## src/rtl/uje_pkg.sv

```systemverilog
package uje_pkg;

	localparam int QUEUE_DEPTH = 4;

	localparam logic [2:0] TAIL_NONE = 3'd0;
	localparam logic [2:0] TAIL_RAW  = 3'd1;
	localparam logic [2:0] TAIL_ESC  = 3'd2;
	localparam logic [2:0] TAIL_UNI  = 3'd3;
	localparam logic [2:0] TAIL_QM   = 3'd4;

	localparam logic [7:0] LEAD_2B_MIN = 8'hC2;
	localparam logic [7:0] LEAD_3B_MIN = 8'hE0;
	localparam logic [7:0] LEAD_4B_MIN = 8'hF0;
	localparam logic [7:0] LEAD_BAD    = 8'hF5;
	localparam logic [7:0] CONT_MASK   = 8'hC0;
	localparam logic [7:0] CONT_CODE   = 8'h80;
	localparam logic [7:0] LEAD_E0     = 8'hE0;
	localparam logic [7:0] E0_MIN      = 8'hA0;
	localparam logic [7:0] LEAD_ED     = 8'hED;
	localparam logic [7:0] ED_MAX      = 8'h9F;
	localparam logic [7:0] LEAD_F0     = 8'hF0;
	localparam logic [7:0] F0_MIN      = 8'h90;
	localparam logic [7:0] LEAD_F4     = 8'hF4;
	localparam logic [7:0] F4_MAX      = 8'h8F;
	localparam logic [7:0] CTRL_LIMIT  = 8'h20;

	localparam logic [7:0] CH_BSLASH = 8'h5C;
	localparam logic [7:0] CH_QMARK  = 8'h3F;
	localparam logic [7:0] CH_U      = 8'h75;
	localparam logic [7:0] CH_ZERO   = 8'h30;

	typedef struct packed {
		logic [2:0][7:0] held;
		logic [1:0]      n_pre;
		logic            pre_qm;
		logic [2:0]      tail;
		logic [7:0]      tail_byte;
		logic            last;
		logic            ok;
	} cmd_t;

	function automatic logic [2:0] seq_len(input logic [7:0] lead);
		logic [2:0] len;
		if (lead < CONT_CODE)        len = 3'd1;
		else if (lead < LEAD_2B_MIN) len = 3'd0;
		else if (lead < LEAD_3B_MIN) len = 3'd2;
		else if (lead < LEAD_4B_MIN) len = 3'd3;
		else if (lead < LEAD_BAD)    len = 3'd4;
		else                         len = 3'd0;
		return len;
	endfunction

	// character after the backslash, zero if the byte is not a short escape
	function automatic logic [7:0] esc_char(input logic [7:0] b);
		logic [7:0] c;
		unique case (b)
			8'h22:   c = 8'h22;
			8'h5C:   c = 8'h5C;
			8'h0A:   c = 8'h6E;
			8'h0D:   c = 8'h72;
			8'h09:   c = 8'h74;
			8'h08:   c = 8'h62;
			8'h0C:   c = 8'h66;
			default: c = 8'h00;
		endcase
		return c;
	endfunction

	function automatic logic [7:0] hex_digit(input logic [3:0] v);
		logic [7:0] c;
		if (v < 4'd10) c = {4'h0, v} + 8'h30;
		else           c = {4'h0, v} + 8'h57;
		return c;
	endfunction

	function automatic logic [3:0] tail_len(input logic [2:0] tail);
		logic [3:0] n;
		unique case (tail)
			TAIL_RAW: n = 4'd1;
			TAIL_QM:  n = 4'd1;
			TAIL_ESC: n = 4'd2;
			TAIL_UNI: n = 4'd6;
			default:  n = 4'd0;
		endcase
		return n;
	endfunction

endpackage

```

## src/rtl/uje_front.sv

```systemverilog
module uje_front import uje_pkg::*; (
	input  logic       clk,
	input  logic       arst_n,
	input  logic       fire,
	input  logic [7:0] in_byte,
	input  logic       text_last,
	output logic       push,
	output cmd_t       cmd
);

	logic [7:0] held_q [3];
	logic [1:0] held_count_q;
	logic [2:0] exp_len_q;
	logic       text_ok_q;

	logic [2:0] f_tail;
	logic [7:0] f_char;
	logic [7:0] esc;
	logic       f_bad;
	logic       f_start;
	logic [2:0] f_len;

	logic       seq_ok;
	logic       complete;
	logic       bad;
	logic       start;
	logic       extend;
	logic       ok_after;

	always_comb begin
		f_tail  = TAIL_NONE;
		f_char  = in_byte;
		f_bad   = 1'b0;
		f_start = 1'b0;
		f_len   = seq_len(in_byte);
		esc     = esc_char(in_byte);
		if (!in_byte[7]) begin
			if (esc != 8'h00) begin
				f_tail = TAIL_ESC;
				f_char = esc;
			end else if (in_byte < CTRL_LIMIT) begin
				f_tail = TAIL_UNI;
			end else begin
				f_tail = TAIL_RAW;
			end
		end else if (f_len == 3'd0 || text_last) begin
			f_tail = TAIL_QM;
			f_bad  = 1'b1;
		end else begin
			f_start = 1'b1;
		end
	end

	always_comb begin
		seq_ok = (in_byte & CONT_MASK) == CONT_CODE;
		if (held_count_q == 2'd1) begin
			if (held_q[0] == LEAD_E0 && in_byte < E0_MIN) seq_ok = 1'b0;
			if (held_q[0] == LEAD_ED && in_byte > ED_MAX) seq_ok = 1'b0;
			if (held_q[0] == LEAD_F0 && in_byte < F0_MIN) seq_ok = 1'b0;
			if (held_q[0] == LEAD_F4 && in_byte > F4_MAX) seq_ok = 1'b0;
		end
		complete = ({1'b0, held_count_q} + 3'd1) >= exp_len_q;

		cmd.held      = {held_q[2], held_q[1], held_q[0]};
		cmd.n_pre     = 2'd0;
		cmd.pre_qm    = 1'b0;
		cmd.tail      = TAIL_NONE;
		cmd.tail_byte = in_byte;
		cmd.last      = text_last;
		bad           = 1'b0;
		start         = 1'b0;
		extend        = 1'b0;

		if (held_count_q == 2'd0) begin
			cmd.tail      = f_tail;
			cmd.tail_byte = f_char;
			bad           = f_bad;
			start         = f_start;
		end else if (seq_ok) begin
			if (complete) begin
				cmd.n_pre = held_count_q;
				cmd.tail  = TAIL_RAW;
			end else if (text_last) begin
				cmd.n_pre  = held_count_q;
				cmd.pre_qm = 1'b1;
				cmd.tail   = TAIL_QM;
				bad        = 1'b1;
			end else begin
				extend = 1'b1;
			end
		end else begin
			cmd.n_pre     = held_count_q;
			cmd.pre_qm    = 1'b1;
			cmd.tail      = f_tail;
			cmd.tail_byte = f_char;
			bad           = 1'b1;
			start         = f_start;
		end

		ok_after = text_ok_q & ~bad;
		cmd.ok   = ok_after;
		push     = fire && (cmd.n_pre != 2'd0 || cmd.tail != TAIL_NONE);
	end

	always_ff @(posedge clk or negedge arst_n) begin
		if (!arst_n) begin
			held_count_q <= 2'd0;
			exp_len_q    <= 3'd0;
			text_ok_q    <= 1'b1;
		end else if (fire) begin
			if (text_last) begin
				held_count_q <= 2'd0;
				exp_len_q    <= 3'd0;
				text_ok_q    <= 1'b1;
			end else begin
				text_ok_q <= ok_after;
				if (start) begin
					held_count_q <= 2'd1;
					exp_len_q    <= f_len;
				end else if (extend) begin
					held_count_q <= held_count_q + 2'd1;
				end else begin
					held_count_q <= 2'd0;
					exp_len_q    <= 3'd0;
				end
			end
		end
	end

	always_ff @(posedge clk) begin
		if (fire && !text_last) begin
			if (start)       held_q[0]            <= in_byte;
			else if (extend) held_q[held_count_q] <= in_byte;
		end
	end

	a_hold_len: assert property (@(posedge clk) disable iff (!arst_n)
		held_count_q != 2'd0 |-> exp_len_q > {1'b0, held_count_q})
		else $error("held count not below sequence length");

	a_last_clears: assert property (@(posedge clk) disable iff (!arst_n)
		fire && text_last |=> held_count_q == 2'd0 && text_ok_q)
		else $error("hold state not cleared after end of text");

endmodule

```

## src/rtl/uje_queue.sv

```systemverilog
module uje_queue import uje_pkg::*; #(
	parameter int DEPTH = QUEUE_DEPTH
) (
	input  logic clk,
	input  logic arst_n,
	input  logic push,
	input  cmd_t push_data,
	output logic full,
	input  logic pop,
	output logic empty,
	output cmd_t head
);

	localparam int AW = (DEPTH > 1) ? $clog2(DEPTH) : 1;
	localparam int CW = $clog2(DEPTH + 1);

	cmd_t          mem_q [DEPTH];
	logic [AW-1:0] wr_q;
	logic [AW-1:0] rd_q;
	logic [CW-1:0] count_q;

	assign full  = count_q == CW'(DEPTH);
	assign empty = count_q == '0;
	assign head  = mem_q[rd_q];

	always_ff @(posedge clk) begin
		if (push) mem_q[wr_q] <= push_data;
	end

	always_ff @(posedge clk or negedge arst_n) begin
		if (!arst_n) begin
			wr_q    <= '0;
			rd_q    <= '0;
			count_q <= '0;
		end else begin
			if (push) wr_q <= (wr_q == AW'(DEPTH - 1)) ? '0 : wr_q + 1'b1;
			if (pop)  rd_q <= (rd_q == AW'(DEPTH - 1)) ? '0 : rd_q + 1'b1;
			if (push && !pop)      count_q <= count_q + 1'b1;
			else if (pop && !push) count_q <= count_q - 1'b1;
		end
	end

	a_no_overflow: assert property (@(posedge clk) disable iff (!arst_n)
		push |-> !full || pop)
		else $error("push into full queue");

	a_no_underflow: assert property (@(posedge clk) disable iff (!arst_n)
		pop |-> !empty)
		else $error("pop from empty queue");

endmodule

```

## src/rtl/uje_back.sv

```systemverilog
module uje_back import uje_pkg::*; (
	input  logic       clk,
	input  logic       arst_n,
	input  logic       head_valid,
	input  cmd_t       head,
	output logic       pop,
	output logic       out_valid,
	input  logic       out_ready,
	output logic [7:0] out_byte,
	output logic       run_last,
	output logic       text_done,
	output logic       text_valid
);

	logic [3:0] pos_q;
	logic [3:0] total;
	logic [3:0] t;
	logic [7:0] nxt_byte;
	logic       is_last;
	logic       load;

	logic       valid_q;
	logic [7:0] byte_q;
	logic       run_last_q;
	logic       done_q;
	logic       ok_q;

	always_comb begin
		total    = {2'b00, head.n_pre} + tail_len(head.tail);
		t        = pos_q - {2'b00, head.n_pre};
		is_last  = pos_q == total - 4'd1;
		nxt_byte = CH_QMARK;
		if (pos_q < {2'b00, head.n_pre}) begin
			nxt_byte = head.pre_qm ? CH_QMARK : head.held[pos_q[1:0]];
		end else begin
			unique case (head.tail)
				TAIL_RAW: nxt_byte = head.tail_byte;
				TAIL_ESC: nxt_byte = (t == 4'd0) ? CH_BSLASH : head.tail_byte;
				TAIL_UNI: begin
					unique case (t)
						4'd0:    nxt_byte = CH_BSLASH;
						4'd1:    nxt_byte = CH_U;
						4'd2:    nxt_byte = CH_ZERO;
						4'd3:    nxt_byte = CH_ZERO;
						4'd4:    nxt_byte = hex_digit(head.tail_byte[7:4]);
						default: nxt_byte = hex_digit(head.tail_byte[3:0]);
					endcase
				end
				default: nxt_byte = CH_QMARK;
			endcase
		end
		load = head_valid && (!valid_q || out_ready);
		pop  = load && is_last;
	end

	always_ff @(posedge clk or negedge arst_n) begin
		if (!arst_n) begin
			pos_q   <= 4'd0;
			valid_q <= 1'b0;
		end else begin
			if (load) pos_q <= is_last ? 4'd0 : pos_q + 4'd1;
			if (load)           valid_q <= 1'b1;
			else if (out_ready) valid_q <= 1'b0;
		end
	end

	always_ff @(posedge clk) begin
		if (load) begin
			byte_q     <= nxt_byte;
			run_last_q <= is_last;
			done_q     <= is_last && head.last;
			ok_q       <= is_last && head.last && head.ok;
		end
	end

	assign out_valid  = valid_q;
	assign out_byte   = byte_q;
	assign run_last   = run_last_q;
	assign text_done  = done_q;
	assign text_valid = ok_q;

	a_pos_range: assert property (@(posedge clk) disable iff (!arst_n)
		head_valid |-> pos_q < total)
		else $error("output position beyond command length");

	a_valid_needs_done: assert property (@(posedge clk) disable iff (!arst_n)
		valid_q && text_valid |-> text_done && run_last)
		else $error("text status without end of text");

endmodule

```

## src/rtl/utf8_validating_json_escaper_core.sv

```systemverilog
// Each output byte passes through the command queue and the back-end output register.
// Throughput: one input item per cycle, and one output byte per cycle while the
// output is ready; a k-byte item holds the output side until it is sent; the input
// stalls only when the front-to-back command queue (QDEPTH entries) is full.
// Reset (arst_n low, asynchronous): no bytes held, text status valid, queue empty.
module utf8_validating_json_escaper_core import uje_pkg::*; #(
	parameter int QDEPTH = QUEUE_DEPTH
) (
	input  logic       clk,
	input  logic       arst_n,
	input  logic       s_axis_tvalid,
	output logic       s_axis_tready,
	input  logic [7:0] s_axis_tdata,  // [7:0] in_byte
	input  logic       s_axis_tlast,  // text_last
	output logic       m_axis_tvalid,
	input  logic       m_axis_tready,
	output logic [7:0] m_axis_tdata,  // [7:0] out_byte
	output logic       m_axis_tlast,  // run_last
	output logic [1:0] m_axis_tuser   // [0] text_done, [1] text_valid
);

	logic fire;
	logic push;
	logic full;
	logic empty;
	logic pop;
	cmd_t cmd;
	cmd_t head;

	assign s_axis_tready = !full;
	assign fire          = s_axis_tvalid && s_axis_tready;

	uje_front u_front (
		.clk       (clk),
		.arst_n    (arst_n),
		.fire      (fire),
		.in_byte   (s_axis_tdata),
		.text_last (s_axis_tlast),
		.push      (push),
		.cmd       (cmd)
	);

	uje_queue #(
		.DEPTH (QDEPTH)
	) u_queue (
		.clk       (clk),
		.arst_n    (arst_n),
		.push      (push),
		.push_data (cmd),
		.full      (full),
		.pop       (pop),
		.empty     (empty),
		.head      (head)
	);

	uje_back u_back (
		.clk        (clk),
		.arst_n     (arst_n),
		.head_valid (!empty),
		.head       (head),
		.pop        (pop),
		.out_valid  (m_axis_tvalid),
		.out_ready  (m_axis_tready),
		.out_byte   (m_axis_tdata),
		.run_last   (m_axis_tlast),
		.text_done  (m_axis_tuser[0]),
		.text_valid (m_axis_tuser[1])
	);

endmodule
```

## config.mk

```make
export PLATFORM = sky130hd
export DESIGN_NAME = utf8_validating_json_escaper_core
export DESIGN_NICKNAME = d
export VERILOG_FILES = /design/src/rtl/uje_pkg.sv /design/src/rtl/uje_front.sv /design/src/rtl/uje_queue.sv /design/src/rtl/uje_back.sv /design/src/rtl/utf8_validating_json_escaper_core.sv
export SDC_FILE = /design/constraint.sdc
export NUM_CORES = 1
export LEC_CHECK = 0
export BUFFER_PORTS_ARGS = -buffer_cell sky130_fd_sc_hd__buf_2
export CAP_MARGIN = 20
export CORE_ASPECT_RATIO = 1.25
export CORE_MARGIN = 3
export CORE_UTILIZATION = 62
export CTS_BUF_LIST = sky130_fd_sc_hd__clkbuf_4 sky130_fd_sc_hd__clkbuf_8 sky130_fd_sc_hd__clkbuf_16
export CTS_CLUSTER_DIAMETER = 60
export DETAILED_ROUTE_END_ITERATION = 10
export PLACE_DENSITY = 0.8
export RECOVER_POWER = 50
export SYNTH_ARGS = -nofsm -noshare
export SYNTH_HDL_FRONTEND = slang
export SYNTH_SLANG_ARGS = --single-unit
```

## constraint.sdc

```tcl
create_clock -name clk -period 6.7 [get_ports clk]
set_input_delay 1.34 -clock clk [delete_from_list [all_inputs] [get_ports clk]]
set_output_delay 1.34 -clock clk [all_outputs]
set_load 0.02 [all_outputs]
```

# After elaboration in Yosys (flattened, before gate mapping)
# Memories as Yosys holds them, arrays and structs flattened.
# Index checks and enable logic that the tools add are counted.
[totals] regBits=29 ram_bits=184 input_bits=13 out_inout_bits=13 wordCells=181 memories=2
[mem_list] name="u_queue.mem_q" words=4 word_bits=40 rd=1 rd_ports_with_merged_regs=0 wr=1 line_no="uje_queue.sv:17" text="cmd_t mem_q [DEPTH];"
[mem_list] name="u_front.held_q" words=3 word_bits=8 rd=3 rd_ports_with_merged_regs=0 wr=1 line_no="uje_front.sv:11" text="logic [7:0] held_q [3];"
[classes] n_addsub=14 order_cmp=15 eq_ne=26 mux=75 bitwise=2 n_reduce_logical=35
[ops] operator="$mux W8" n=9
[ops] operator="$lt A8 B8 Y1 const B" n=7
[ops] operator="$pmux W7 S7" n=1
[ops] operator="$mux W3" n=15
[ops] operator="$eq A8 B4 Y1 const B" n=5
[ops] operator="$mux W1" n=33
[ops] operator="$eq A8 B8 Y1 const B" n=4
[ops] operator="$pmux W8 S4" n=1
[ops] operator="$pmux W8 S3" n=1
[ops] operator="$add A4 B7 Y8 const B" n=2
[ops] operator="$bmux W8 S2" n=1
[ops] operator="$gt A8 B8 Y1 const B" n=2
[ops] operator="$mux W2" n=8
[ops] operator="$add A4 B6 Y7 const B" n=2
[ops] operator="$logic_and A1 B1 Y1" n=13
[ops] operator="$mux W6" n=2
[ops] operator="$mux W11" n=1
[ops] operator="$pmux W3 S3" n=1
[ops] operator="$eq A4 B2 Y1 const B" n=2
[ops] operator="$eq A8 B6 Y1 const B" n=1
[ops] operator="$eq A8 B7 Y1 const B" n=1
[ops] operator="$lt A4 B4 Y1 const B" n=2
[ops] operator="$lt A8 B6 Y1 const B" n=1
[ops] operator="$reduce_bool A8 Y1" n=1
[ops] operator="other kinds (34)" n=51

# Depth between registers and ports, before layout
[logic_depth] ltp_word=19 mapped_depth=21 mapped_depth_nobuf=18

# Cells and area by module
# From an unflattened synthesis, not the netlist that was laid out.
[hier_totals] hier_cells=581 area_unflattened_um2=9557.9
[by_module_without_submodules] module="uje_queue" instances=1 cells_per_inst=247 area_per_inst_um2=6241.0 seq_area_each_um2=4979.8
[by_module_without_submodules] module="uje_front" instances=1 cells_per_inst=142 area_per_inst_um2=1654.1 seq_area_each_um2=872.1
[by_module_without_submodules] module="uje_back" instances=1 cells_per_inst=189 area_per_inst_um2=1649.1 seq_area_each_um2=455.4
[by_module_without_submodules] module="utf8_validating_json_escaper_core" instances=1 cells_per_inst=3 area_per_inst_um2=13.8 seq_area_each_um2=0.0

# Least setup slack after synthesis
# Ideal clock, no wire load.
[synth_path] kind="input port to flip-flop" start="input port s_axis_tdata[4]" end="memory u_queue.mem_q[0][0] (netlist bit), enable pin" setup_time_ns=0.442 arrival_time_ns=4.380 required_ns=6.258 setup_slack_ns=1.877 stages=7 path_buffers=1 cell_sequence="buf_2 a21oi_1 o2111a_1 a21oi_1 a2bb2oi_1 o32a_1 nor2b_1"
[synth_via] elab_chain_len=17 elab_cells_between_ends=48 cone_classes="order compare (10); eq/ne (7); mux (20); reduce/logical (11)"
[synth_rtl] element="start, declared" line_no="utf8_validating_json_escaper_core.sv:13" text="input logic [7:0] s_axis_tdata,"
[synth_rtl] element="$lt A8 B8 Y1" line_no="uje_pkg.sv:48" text="else if (lead < LEAD_BAD) len = 3'd4;"
[synth_rtl] element="$mux W3" line_no="uje_pkg.sv:48"
[synth_rtl] element="$mux W3" line_no="uje_pkg.sv:47" text="else if (lead < LEAD_4B_MIN) len = 3'd3;"
[synth_rtl] element="$mux W3" line_no="uje_pkg.sv:46" text="else if (lead < LEAD_3B_MIN) len = 3'd2;"
[synth_rtl] element="$mux W3" line_no="uje_pkg.sv:45" text="else if (lead < LEAD_2B_MIN) len = 3'd0;"
[synth_rtl] element="$mux W3" line_no="uje_pkg.sv:44" text="if (lead < CONT_CODE) len = 3'd1;"
[synth_rtl] element="$logic_not A3 Y1" line_no="uje_front.sv:46" text="end else if (f_len == 3'd0 || text_last) begin"
[synth_rtl] element="$logic_or A1 B1 Y1" line_no="uje_front.sv:46"
[synth_rtl] element="$mux W3" line_no="uje_front.sv:46"
[synth_rtl] element="$mux W3" line_no="uje_front.sv:37" text="if (!in_byte[7]) begin"
[synth_rtl] element="$mux W6" line_no="uje_front.sv:79" text="end else if (seq_ok) begin"
[synth_rtl] element="$mux W11" line_no="uje_front.sv:74" text="if (held_count_q == 2'd0) begin"
[synth_rtl] element="$reduce_bool A3 Y1" line_no="uje_front.sv:102" text="push = fire && (cmd.n_pre != 2'd0 || cmd.tail != TAIL_NONE);"
[synth_rtl] element="$logic_or A1 B1 Y1 *" line_no="uje_front.sv:102"
[synth_rtl] element="$logic_and A1 B1 Y1 *" line_no="uje_front.sv:102"
[synth_rtl] element="$mux W1 *" line_no="uje_queue.sv:27" text="if (push) mem_q[wr_q] <= push_data;"
[synth_rtl] element="$mux W1 (implied by the code) *" line_no="uje_queue.sv:27"
[synth_rtl] element="end, declared" line_no="uje_queue.sv:17"
# Every way passes the cells marked *; elsewhere a longest branch is shown, timed or not.

# Worst setup path in the final report
[layout_path] start="register u_queue.rd_q[1]" end="register u_queue.count_q[1]"
[layout_via] elab_chain_len=11 elab_cells_between_ends=16 cone_classes="add/sub (2); eq/ne (5); mux (2); reduce/logical (6); memory (1)"
[layout_rtl] element="start, declared" line_no="uje_queue.sv:19" text="logic [AW-1:0] rd_q;"
[layout_rtl] element="start signal, assigned" line_no="uje_queue.sv:37" text="if (pop) rd_q <= (rd_q == AW'(DEPTH - 1)) ? '0 : rd_q + 1'b1;"
[layout_rtl] element="$mem_v2 Z4 W40 *"
[layout_rtl] element="$eq A3 B3 Y1 or $eq A3 B1 Y1 (tied branches)" line_no="uje_pkg.sv:78" text="unique case (tail)"
[layout_rtl] element="$reduce_or A2 Y1 (no line)"
[layout_rtl] element="$pmux W3 S3" line_no="uje_pkg.sv:78"
[layout_rtl] element="$add A2 B3 Y4 *" line_no="uje_back.sv:29" text="total = {2'b00, head.n_pre} + tail_len(head.tail);"
[layout_rtl] element="$sub A4 B1 Y4 *" line_no="uje_back.sv:31" text="is_last = pos_q == total - 4'd1;"
[layout_rtl] element="$eq A4 B4 Y1 *" line_no="uje_back.sv:31"
[layout_rtl] element="named net u_back.is_last" line_no="uje_back.sv:19" text="logic is_last;"
[layout_rtl] element="$logic_and A1 B1 Y1 *" line_no="uje_back.sv:53" text="pop = load && is_last;"
[layout_rtl] element="$logic_not A1 Y1" line_no="uje_queue.sv:38" text="if (push && !pop) count_q <= count_q + 1'b1;"
[layout_rtl] element="$logic_and A1 B1 Y1" line_no="uje_queue.sv:38"
[layout_rtl] element="$mux W3 or $reduce_bool A2 Y1 (tied branches)"
[layout_rtl] element="end signal, assigned" line_no="uje_queue.sv:38"
[layout_rtl] element="end signal, assigned" line_no="uje_queue.sv:39" text="else if (pop && !push) count_q <= count_q - 1'b1;"
[layout_rtl] element="end, declared" line_no="uje_queue.sv:20" text="logic [CW-1:0] count_q;"
# Mark *: on every way through the listed nets, which the timed path passes. The rest lies on a longest branch.
# A chain may end at the register's enable or synchronous reset.

==> results.yml <==
sta:
  finalHoldViolCount: 0
  tns_ns: 0
  slew_headroom_pct: 25.2
  min_period_over_period_pct: 71.5
  min_period_ns: 4.79
  setup_viol: 0
  worstMarginPinSlew_ns: 1.12
  fmax_mhz: 209
  finClkSkew_ns: 0.0134
  setup_slack_ns: 1.91
  grt_setup_unrepaired: "false"
  drv_slew: 0
clocking:
  htreeDepth: 1
  clk_latency_ns: 0.49
  cts_buffers: 21
  cts_sinks: 213
  root_buffer: "clkbuf_16"
  clk_pin_slew_worst_paths_ns: 0.06
  post_cts_resized: 0
  hold_buffers: 0
  cts_tree: "done"
  post_cts_buffers: 0
  cts_max_path_buffers: 3
status:
  status: "completed"
global_routing:
  grt.total_usage_pct: 24.7
  overflow: 0
  grt_max_degree: 30
  antenna_found_initial: 0
  grt_pass1_vias: 5447
  grt_pass1_wl_um: 30500
detailed_routing:
  vias_per_cell: 6.61
  firstDrtPassIters: 5
  wl_um: 19700
  initialDrtViolationCount: 524
  drc_errors: 0
  vias: 5258
  wl_per_cell_um: 24.7
  final_antenna_net_count: 0
place:
  gp_congestion: 0.868
  pre_cts_ws_ns: 1.95
  portBuffers: 25
  placed_area_sq_um: 9640
  dp.cells: 756
  dp_hpwl_um: 13000
critical_path:
  crit_arrival_ns: 5.16
  cp-end-kind: "flop"
  cp_max_fo: 22
  crit_required_ns: 7.07
  worst-setup-path-type: "flop to flop"
  cp-start-kind: "flop"
yosys:
  syn-mean-instance-area_sq_um: 16.4
  synth_nets: 606
  synth.most_common_cell: "edfxtp_1"
  synthArstFlopShare_pct: 8.45
  synth.largest_area_cell: "edfxtp_1"
  synth_commonest_cells: "195 x edfxtp_1, 39 x mux4_2, 31 x nor2_1"
  synth_cells: 570
  synth.cell_area_sq_um: 9320
  synth-edff-count: 195
  synthTopCellsByArea: "edfxtp_1 63%, mux4_2 9.4%, dfrtp_1 4.6%, ha_1 2.7%, nor2_1 1.2%"
  ys_seq_elements: 213
  yosys_warnings: 0
  synth_cell_types: 69
  yosysTopAreaCellShare_pct: 62.8
  synth_ff_type: "edfxtp_1"
  ys_seq_area_share_pct: 67.7
cells_and_area:
  fin_cells: 795
  fin_nets: 639
  stdcell_area_sq_um: 10300
  antennaDiodeCount: 0
  n_fill_cell: 856
  drive_gt1_share_pct: 17.7
  post-route-util_pct: 70.8
  area_growth_pct: 10.3
floorplan:
  core_area_sq_um: 14500
  rows: 49
  fp.dieH_um: 143
  io_pins: 26
  die_w_um: 116
  initial_utilization_pct: 64.2
  die_area_sq_um: 16600
flow_run:
  drv_cap: 0
worst_hold_path:
  hold_class: "flop to flop"
power:
  leakagePower_nw: 3.50
  vdd_ir_drop_max_v: 0.000268
  powerDensity_nw_per_um2: 463
-- power breakdown --
part / leakage, nW / switching, mW / internal [mW]
Clock: 0.332 / 0.475 / 0.658
Sequential: 2.01 / 0.197 / 1.79
Combinational: 1.16 / 0.950 / 0.692
Total: 3.50 / 1.62 / 3.14
-- logic make-up after synthesis --
| logic type | synth area share, % |
|---|---|
| flops | 67.7 |
| mux | 11.5 |
| buf+inv | 2.34 |
| fa+ha+maj | 3.33 |
| xor+xnor | 1.30 |
| compound gates | 6.46 |
| simple gates | 7.42 |
-- placed cells by master, fill, tap and decap left out, drive strengths merged, types with 3 or more instances in the layout --
| master | n |
|---|---|
| nand2b | 8 |
| xor2 | 8 |
| nor2b | 13 |
| nor2 | 31 |
| nand2 | 22 |
| mux4 | 39 |
| nor3 | 11 |
| nand3 | 7 |
| dfrtp | 17 |
| a31oi | 8 |
| mux2 | 12 |
| a221oi | 5 |
| and3 | 3 |
| a21o | 4 |
| xnor2 | 5 |
| mux2i | 5 |
| and2 | 9 |
| clkbuf | 46 |
| o21ai | 19 |
| fa | 3 |
| a21oi | 21 |
| a32oi | 3 |
| ha | 20 |
| buf | 9 |
| o311ai | 3 |
| and4b | 3 |
| clkinv | 11 |
| edfxtp | 195 |
| inv | 28 |
| nand3b | 4 |
-- layout make-up --
class                      instances  area [sq um]  area share (%)
tap                              178           223            2.17
timing repair buffer              33           154            1.50
multi-input combinational        307          2830            27.5
inverter                          27           106            1.03
sequential                       213          6310            61.4
clock inverter                    15           133            1.29
clock buffer                      22           533            5.18
-- stage by stage --
step / hold slack, ns / power (mW)
global placement: 0.470 / 3.56
detailed placement: 0.478 / 3.64
floorplan: 0.459 / 3.19
CTS: 0.492 / 4.79
global route: 0.526 / 5.01
finish: 0.489 / 4.77
-- final timing paths --
kind | end | depth (start not counted) | start | slack, ns
worst max-delay path | u_queue.count_q[1] | 16 | u_queue.rd_q[1] | 1.91
worst min-delay path | u_back.out_valid | 2 | u_back.out_valid | 0.49
worst max register to register | u_queue.count_q[1] | 16 | u_queue.rd_q[1] | 1.91
worst min register to register | u_back.out_valid | 2 | u_back.out_valid | 0.49
max in group asynchronous | u_queue.rd_q[1] | 1 | arst_n | 4.91
min in group asynchronous | u_back.pos_q[2] | 1 | arst_n | 1.05
-- layer usage --
| metal | wire (um) | vias to the layer above | GRT usage, % |
|---|---|---|---|
| met5 | 0 | - | 0 |
| met4 | 668 | 0 | 7.82 |
| met3 | 1320 | 56 | 4.20 |
| met2 | 10300 | 236 | 42.8 |
| met1 | 7410 | 2648 | 32.3 |
| li1 | - | 2318 | - |
-- worst max-delay path, stage by stage, from the launching register on --
cell and delay, ns:
dfrtp_2 0.74, buf_4 0.42, mux4_2 0.46, xor2_1 0.18, nand2b_1 0.12, ha_1 0.17, inv_1 0.05, ha_1 0.18
fa_1 0.45, xor2_1 0.20, nor4_4 0.42, and2_4 0.26, inv_1 0.05, ha_1 0.20, inv_1 0.08, fa_1 0.41
mux2_2 0.28
-- registers in the layout (all words and copies together), names as in the netlist --
signal,count
u_back.text_valid,1
u_back.out_byte,8
u_front.text_ok_q,1
u_back.out_valid,1
u_front.exp_len_q,3
u_queue.mem_q,160
u_back.pos_q,4
u_back.text_done,1
u_queue.rd_q,2
u_queue.count_q,3
u_queue.wr_q,2
u_front.held_q,24
u_back.run_last,1
u_front.held_count_q,2
Power figures use the tool's default switching activity.
